`src/rgli_pkg.sv`:
```
`timescale 1ns / 1ps
`default_nettype none
// ----------------------------------------------------------------------------
// rgli_pkg
// Shared types and constants for the rectilinear grid locator.
// ----------------------------------------------------------------------------
package rgli_pkg;
	localparam int MAX_AXES_DEF    = 3;
	localparam int MAX_COORDS_DEF  = 256;
	localparam int COORD_WIDTH_DEF = 32;
	localparam int IDX_W           = 24;
	localparam int WGT_W           = 17;
	localparam int FRAC_W          = 16;
	localparam logic [WGT_W-1:0] ONE_Q16 = 17'h10000;

	typedef enum logic [1:0] {
		OP_LOAD   = 2'd0,
		OP_LOCATE = 2'd1,
		OP_INTERP = 2'd2,
		OP_NONE   = 2'd3
	} op_t;

	typedef enum logic [1:0] {
		REG_AXIS_COUNT = 2'd0,
		REG_SIZE0      = 2'd1,
		REG_SIZE1      = 2'd2,
		REG_SIZE2      = 2'd3
	} reg_t;

	typedef enum logic [3:0] {
		ST_IDLE,
		ST_SRCH_RD,
		ST_SRCH_CMP,
		ST_LO_RD,
		ST_LO_WAIT,
		ST_UP_WAIT,
		ST_DIV,
		ST_AXIS_END,
		ST_CORNER,
		ST_CMUL1,
		ST_CMUL2,
		ST_EMIT
	} state_t;
endpackage
`default_nettype wire

```
`src/rgli_div.sv`:
```
`timescale 1ns / 1ps
`default_nettype none
// ----------------------------------------------------------------------------
// rgli_div
// Restoring divider for the cell fraction, one quotient bit per cycle,
// rounded to nearest with ties up. The numerator is below the denominator.
// ----------------------------------------------------------------------------
module rgli_div #(
	parameter int W = 33
) (
	input  wire logic                          clk,
	input  wire logic                          arst_n,
	input  wire logic                          start,
	input  wire logic [W-1:0]                  num,
	input  wire logic [W-1:0]                  den,
	output logic                               done,
	output logic      [rgli_pkg::FRAC_W:0]     quot
);
	import rgli_pkg::*;
	localparam int CW = $clog2(FRAC_W + 2);

	logic [W-1:0]      rem_q;
	logic [W-1:0]      den_q;
	logic [FRAC_W:0]   q_q;
	logic [CW-1:0]     cnt_q;
	logic              busy_q;
	logic [W:0]        trial;

	assign trial = {rem_q, 1'b0} - {1'b0, den_q};

	always_ff @(posedge clk or negedge arst_n) begin
		if (!arst_n) begin
			busy_q <= 1'b0;
			done   <= 1'b0;
			cnt_q  <= '0;
		end else begin
			done <= 1'b0;
			if (start) begin
				busy_q <= 1'b1;
				cnt_q  <= '0;
			end else if (busy_q) begin
				cnt_q <= cnt_q + 1'b1;
				if (cnt_q == CW'(FRAC_W)) begin
					busy_q <= 1'b0;
					done   <= 1'b1;
				end
			end
		end
	end

	// 17 steps: 16 quotient bits plus one rounding bit (ties up)
	always_ff @(posedge clk) begin
		if (start) begin
			rem_q <= num;
			den_q <= den;
			q_q   <= '0;
		end else if (busy_q) begin
			if (!trial[W]) begin
				rem_q <= trial[W-1:0];
				q_q   <= {q_q[FRAC_W-1:0], 1'b1};
			end else begin
				rem_q <= {rem_q[W-2:0], 1'b0};
				q_q   <= {q_q[FRAC_W-1:0], 1'b0};
			end
		end
	end

	assign quot = (q_q >> 1) + {{FRAC_W{1'b0}}, q_q[0]};
endmodule
`default_nettype wire

```
`config.mk`:
```
export PLATFORM = sky130hd
export DESIGN_NAME = rgli_div
export DESIGN_NICKNAME = d
export VERILOG_FILES = /design/src/rgli_pkg.sv /design/src/rgli_div.sv
export SDC_FILE = /design/constraint.sdc
export NUM_CORES = 1
export LEC_CHECK = 0
export BUFFER_PORTS_ARGS = -buffer_cell sky130_fd_sc_hd__buf_2
export CORE_AREA = 8 8 95 183
export DETAILED_ROUTE_END_ITERATION = 10
export DIE_AREA = 0 0 103 191
export PLACE_DENSITY = 0.65
export SKIP_CTS_REPAIR_TIMING = 1
export SYNTH_ARGS = -nofsm -noshare
export SYNTH_HDL_FRONTEND = slang
export SYNTH_SLANG_ARGS = --single-unit
```
`constraint.sdc`:
```
create_clock -name clk -period 3.75 [get_ports clk]
set_clock_uncertainty 0.15 [all_clocks]
set_input_delay 0.375 -clock clk [delete_from_list [all_inputs] [get_ports clk]]
set_output_delay 0.375 -clock clk [all_outputs]
set_load 0.03 [all_outputs]
```
==> results_tabular.tex <==
\begin{tabular}{lr}
\hline
Metric & Value \\
\hline
\multicolumn{2}{l}{\textbf{Run status}} \\
\quad Status & finished, final reports clean \\
\multicolumn{2}{l}{\textbf{Place}} \\
\quad Placed inst area & 0.00648 mm2 \\
\quad Post-DP HPWL & 10200 um \\
\quad Worst setup timing slack at the placement stage & around 380 ps \\
\quad Final weighted congestion in routability-driven placement & slightly below 0.9 \\
\quad I/O Buffers & 86 \\
\multicolumn{2}{l}{\textbf{STA}} \\
\quad Peak clock frequency supported by timing & between 0.2 and 0.3 GHz \\
\quad Number of failing hold endpoints at the final stage & 0 \\
\quad Final setup vio count & 0 \\
\quad Setup repair after global routing missed its margin & false \\
\quad Number of slew-limit violations in the final report & 0 \\
\quad Slew headroom & approximately two fifths \\
\quad Time the worst path needs with I/O delays and setup & 3410 ps \\
\quad Smallest hold slack & between 40 and 50 ps \\
\quad Slack of the critical path & 341 ps \\
\quad Transition at the pin with the smallest max-transition slack & a little under 900 ps \\
\quad Setup TNS & 0 ps \\
\quad Final worst-path cycle share & about nine tenths \\
\multicolumn{2}{l}{\textbf{Pwr}} \\
\quad Switching pwr & about 2.1 mW \\
\quad Largest vdd supply drop & 388 uV \\
\quad P per Cell Area & just under 800 mW/mm2 \\
\quad Share of total power in combinational logic & 53.3\% \\
\quad Net Sw Frac & 40.7\% \\
\quad Sequential group share of total power & 28.7\% \\
\quad Lkg Pwr & around 3.2 nW \\
\quad Cell-internal power & between 3 and 4 mW \\
\quad Clock power frac & around 18\% \\
\multicolumn{2}{l}{\textbf{GRT}} \\
\quad Overall overflow remaining after global route & 0 \\
\quad First-pass GRT wire length & roughly 22000 um \\
\quad Number of antenna violations at the first check in global routing & 0 \\
\quad Global-route usage over all layers & roughly 14\% \\
\quad Vias in the first global route & roughly 4.6k \\
\quad Largest net degree at the start of global routing & slightly below 60 \\
\multicolumn{2}{l}{\textbf{Synthesis}} \\
\quad Post-synth EDFFs & between 60 and 70 \\
\quad Average size of a mapped cell & 9.62 um2 \\
\quad Most used flip-flop cell after synthesis & sky130\_fd\_sc\_hd\_\_edfxtp\_1 \\
\quad Multiplexer fraction of the synthesized cell area & around 6.6\% \\
\quad Syn Std Cell Area & around 0.0059 mm2 \\
\quad XOR/XNOR share of the synthesized area & between 6 and 7\% \\
\quad Total number of yosys warnings & 0 \\
\quad Number of distinct library cells after synthesis & between 60 and 70 \\
\quad Adder-cell share of the synthesized area & 7.99\% \\
\quad Net count after synthesis & 718 \\
\quad Share of synthesized area occupied by flip-flops and latches & between 40\% and 50\% \\
\quad Post-Syn Instances & roughly 610 \\
\quad Area share of and/or/nand/nor cells after synthesis & 14.7\% \\
\quad Share of synthesized registers carrying an async set or reset & 7.78\% \\
\quad Dominant combinational cell family by area after synthesis & compound AO/OA/AOI/OAI gates \\
\quad Number of synthesized register bits & 90 \\
\quad Fraction of the mapped netlist area in compound gates & 16.1\% \\
\multicolumn{2}{l}{\textbf{Drt}} \\
\quad Average wire per cell in the routed design & approximately 15 um \\
\quad Number of DRC violations after detailed routing & 0 \\
\quad DR vias & approximately 4.6k \\
\quad Iter 0 DRT Violations & about 220 \\
\quad Per-cell via count in the routed design & between 5 and 6 \\
\quad Drt total wl & between 10000 and 15000 um \\
\quad Number of nets still failing antenna checks after routing & 0 \\
\quad Drt first pass iters & 4 \\
\multicolumn{2}{l}{\textbf{Cells and area}} \\
\quad Fraction of the core area covered by cells at the end of the flow & between 40\% and 50\% \\
\quad Nets@finish & 797 \\
\quad Layout Area Growth over Synthesis & 15.7\% \\
\quad Final cell area excluding filler cells & roughly 0.0068 mm2 \\
\quad Final antenna diode count & 0 \\
\quad Fraction of final layout cells sized beyond drive strength 1 & between 15 and 20\% \\
\multicolumn{2}{l}{\textbf{Job}} \\
\quad Max-capacitance violation count & 0 \\
\multicolumn{2}{l}{\textbf{Clock network}} \\
\quad Clock root cell & sky130\_fd\_sc\_hd\_\_clkbuf\_16 \\
\quad Maximum count of clock buffers along a single path & 2 \\
\quad TritonCTS clock tree & yes \\
\quad Num CTS Buffers & 9 \\
\quad Clock latency on the worst-skew pair & 340 ps \\
\quad Clk pin slew, worst setup/hold paths & roughly 70 ps \\
\quad Maximum level of the CTS H-tree & 3 \\
\quad Num Clock Sinks & 90 \\
\multicolumn{2}{l}{\textbf{Die}} \\
\quad Core Region & roughly 0.015 mm2 \\
\quad Die Outline Area & $\sim$0.02 mm2 \\
\quad Vertical extent of the die & 191 um \\
\quad Die extent in x & 103 um \\
\quad Initial Util & just under 40\% \\
\quad Num ports & 87 \\
\quad Row count & between 60 and 70 \\
\multicolumn{2}{l}{\textbf{Min path}} \\
\quad Terminating pin of the worst hold path & den\_q[9] \\
\quad Hold Path Depth & 1 \\
\quad Worst Hold Launch & den[9] \\
\quad Hold Crit Class & input port to flip-flop \\
\multicolumn{2}{l}{\textbf{Worst setup path}} \\
\quad Reg2Reg Setup Slack & 340 ps \\
\quad Startpoint-to-endpoint class of the critical path & flip-flop to flip-flop \\
\quad Maximum fanout count along the critical path & 17 \\
\quad Start of the worst register-to-register path & rem\_q[3] \\
\quad Max stage delay on crit path & 400 ps \\
\quad Slowest library cell on the worst path & sky130\_fd\_sc\_hd\_\_edfxtp\_1 \\
\quad CP Launch Point & rem\_q[3] \\
\quad Kind of capture point of the worst setup path & flip-flop \\
\quad Required @ worst endpoint & between 3000 and 4000 ps \\
\quad Data arrival, critical path & about 3300 ps \\
\quad Reg2Reg Depth & 11 \\
\quad Sequence of cells on the critical path & ha\_1, a21o\_1, a31o\_1, o2111ai\_2, o211ai\_4, a21oi\_2, a311o\_2, o2111a\_1, buf\_4, mux2i\_1, o21ai\_1 \\
\quad Worst R2R End & rem\_q[6] \\
\quad Kind of start point of the critical path & flip-flop \\
\hline
\end{tabular}
## state kept, by name, summed over array words and instances, names as in the netlist
signal	cells
cnt_q	5
q_q	17
busy_q	1
done	1
rem_q	33
den_q	33
## critical path, delay by kind of cell, from the launching register on
| family | cells | cell delay, ps |
|---|---|---|
| compound gates | 8 | 1610 |
| flops | 1 | 400 |
| buf+inv | 1 | 320 |
| mux | 1 | 260 |
| fa+ha+maj | 1 | 380 |
## Yosys cell counts (5+ instances only)
| cell | n | area share [%] |
|---|---|---|
| sky130_fd_sc_hd__xor2_1 | 17 | 2.5 |
| sky130_fd_sc_hd__dfxtp_1 | 17 | 5.8 |
| sky130_fd_sc_hd__edfxtp_1 | 66 | 34 |
| sky130_fd_sc_hd__nand4_1 | 8 | 0.85 |
| sky130_fd_sc_hd__nand3_1 | 22 | 1.9 |
| sky130_fd_sc_hd__nor2_1 | 52 | 3.3 |
| sky130_fd_sc_hd__o21ai_0 | 18 | 1.5 |
| sky130_fd_sc_hd__a21oi_1 | 33 | 2.8 |
| sky130_fd_sc_hd__dfrtp_1 | 7 | 3.0 |
| sky130_fd_sc_hd__inv_1 | 48 | 3.1 |
| sky130_fd_sc_hd__clkbuf_1 | 16 | 1.0 |
| sky130_fd_sc_hd__xnor2_1 | 30 | 4.5 |
| sky130_fd_sc_hd__a21o_1 | 16 | 2.0 |
| sky130_fd_sc_hd__mux2i_1 | 39 | 6.6 |
| sky130_fd_sc_hd__and3_1 | 7 | 0.74 |
| sky130_fd_sc_hd__nor3_1 | 7 | 0.60 |
| sky130_fd_sc_hd__ha_1 | 36 | 7.7 |
| sky130_fd_sc_hd__o21ai_1 | 20 | 1.7 |
| sky130_fd_sc_hd__nand2_1 | 69 | 4.4 |
| sky130_fd_sc_hd__o21bai_1 | 5 | 0.64 |
## cell families after synthesis
kind of cell	after synthesis
DFF	90
adders and majority gates	37
and+or+nand+nor	189
buffers and inverters	73
AOI/OAI and AO/OA	137
muxes	39
xor gates and xnor gates	47
## worst max-delay path by stage
| stage | end | slack, ps | cells after the start |
|---|---|---|---|
| 6_report | rem_q[6] | 340 | 11 |
| 2_1_floorplan | rem_q[3] | 790 | 12 |
| 3_3_place_gp | rem_q[6] | 420 | 11 |
| 4_1_cts | rem_q[6] | 330 | 11 |
| 5_1_grt | rem_q[27] | 170 | 10 |
| 3_5_place_dp | rem_q[6] | 380 | 11 |
## placed cells by master, fill, tap and decap left out, types with 4 or more instances in the layout
cell,n
sky130_fd_sc_hd__a21o_1,16
sky130_fd_sc_hd__a21oi_1,33
sky130_fd_sc_hd__and3_1,7
sky130_fd_sc_hd__buf_2,85
sky130_fd_sc_hd__buf_4,7
sky130_fd_sc_hd__clkbuf_16,11
sky130_fd_sc_hd__dfrtp_1,7
sky130_fd_sc_hd__dfxtp_1,17
sky130_fd_sc_hd__edfxtp_1,66
sky130_fd_sc_hd__ha_1,36
sky130_fd_sc_hd__inv_1,49
sky130_fd_sc_hd__mux2i_1,39
sky130_fd_sc_hd__nand2_1,69
sky130_fd_sc_hd__nand2b_1,4
sky130_fd_sc_hd__nand3_1,22
sky130_fd_sc_hd__nand4_1,8
sky130_fd_sc_hd__nor2_1,52
sky130_fd_sc_hd__nor2b_1,4
sky130_fd_sc_hd__nor3_1,7
sky130_fd_sc_hd__o21a_1,4
sky130_fd_sc_hd__o21ai_0,18
sky130_fd_sc_hd__o21ai_1,20
sky130_fd_sc_hd__o21bai_1,5
sky130_fd_sc_hd__xnor2_1,30
sky130_fd_sc_hd__xor2_1,17
## layout make-up
cell class              instances  area, um2
clock buffers                  11        275
clock inverters                 5       38.8
fillers                      1518       8250
inverters                      48        180
multi-input cells             449       3080
flip-flops and latches         90       2500
well taps                     198        248
repair buffers                 93        488
## per-stage QoR
step | instances | total power, mW
after floorplan | 612 | 3.76
after global placement | 877 | 4.25
after detailed placement | 877 | 4.29
after CTS | 893 | 5.26
after global routing | 894 | 5.64
final | 894 | 5.24
## per-layer routing
metal	vias up	part of all wire, %	global-route usage, %
met5	-	0	0
met4	0	1.2	4.37
met3	9	3.1	2.55
met2	83	49	23.3
met1	2146	47	17.9
li1	2343	-	-
## power by group through the flow
stage	Combinational [mW]	Clock, mW	Sequential [mW]
after global routing	3.09	1.01	1.53
final	2.79	0.942	1.51
after floorplan	2.29	0	1.47
after CTS	2.78	0.967	1.51
after detailed placement	2.77	0	1.52
after global placement	2.73	0	1.51
Power figures use the tool's default switching activity.
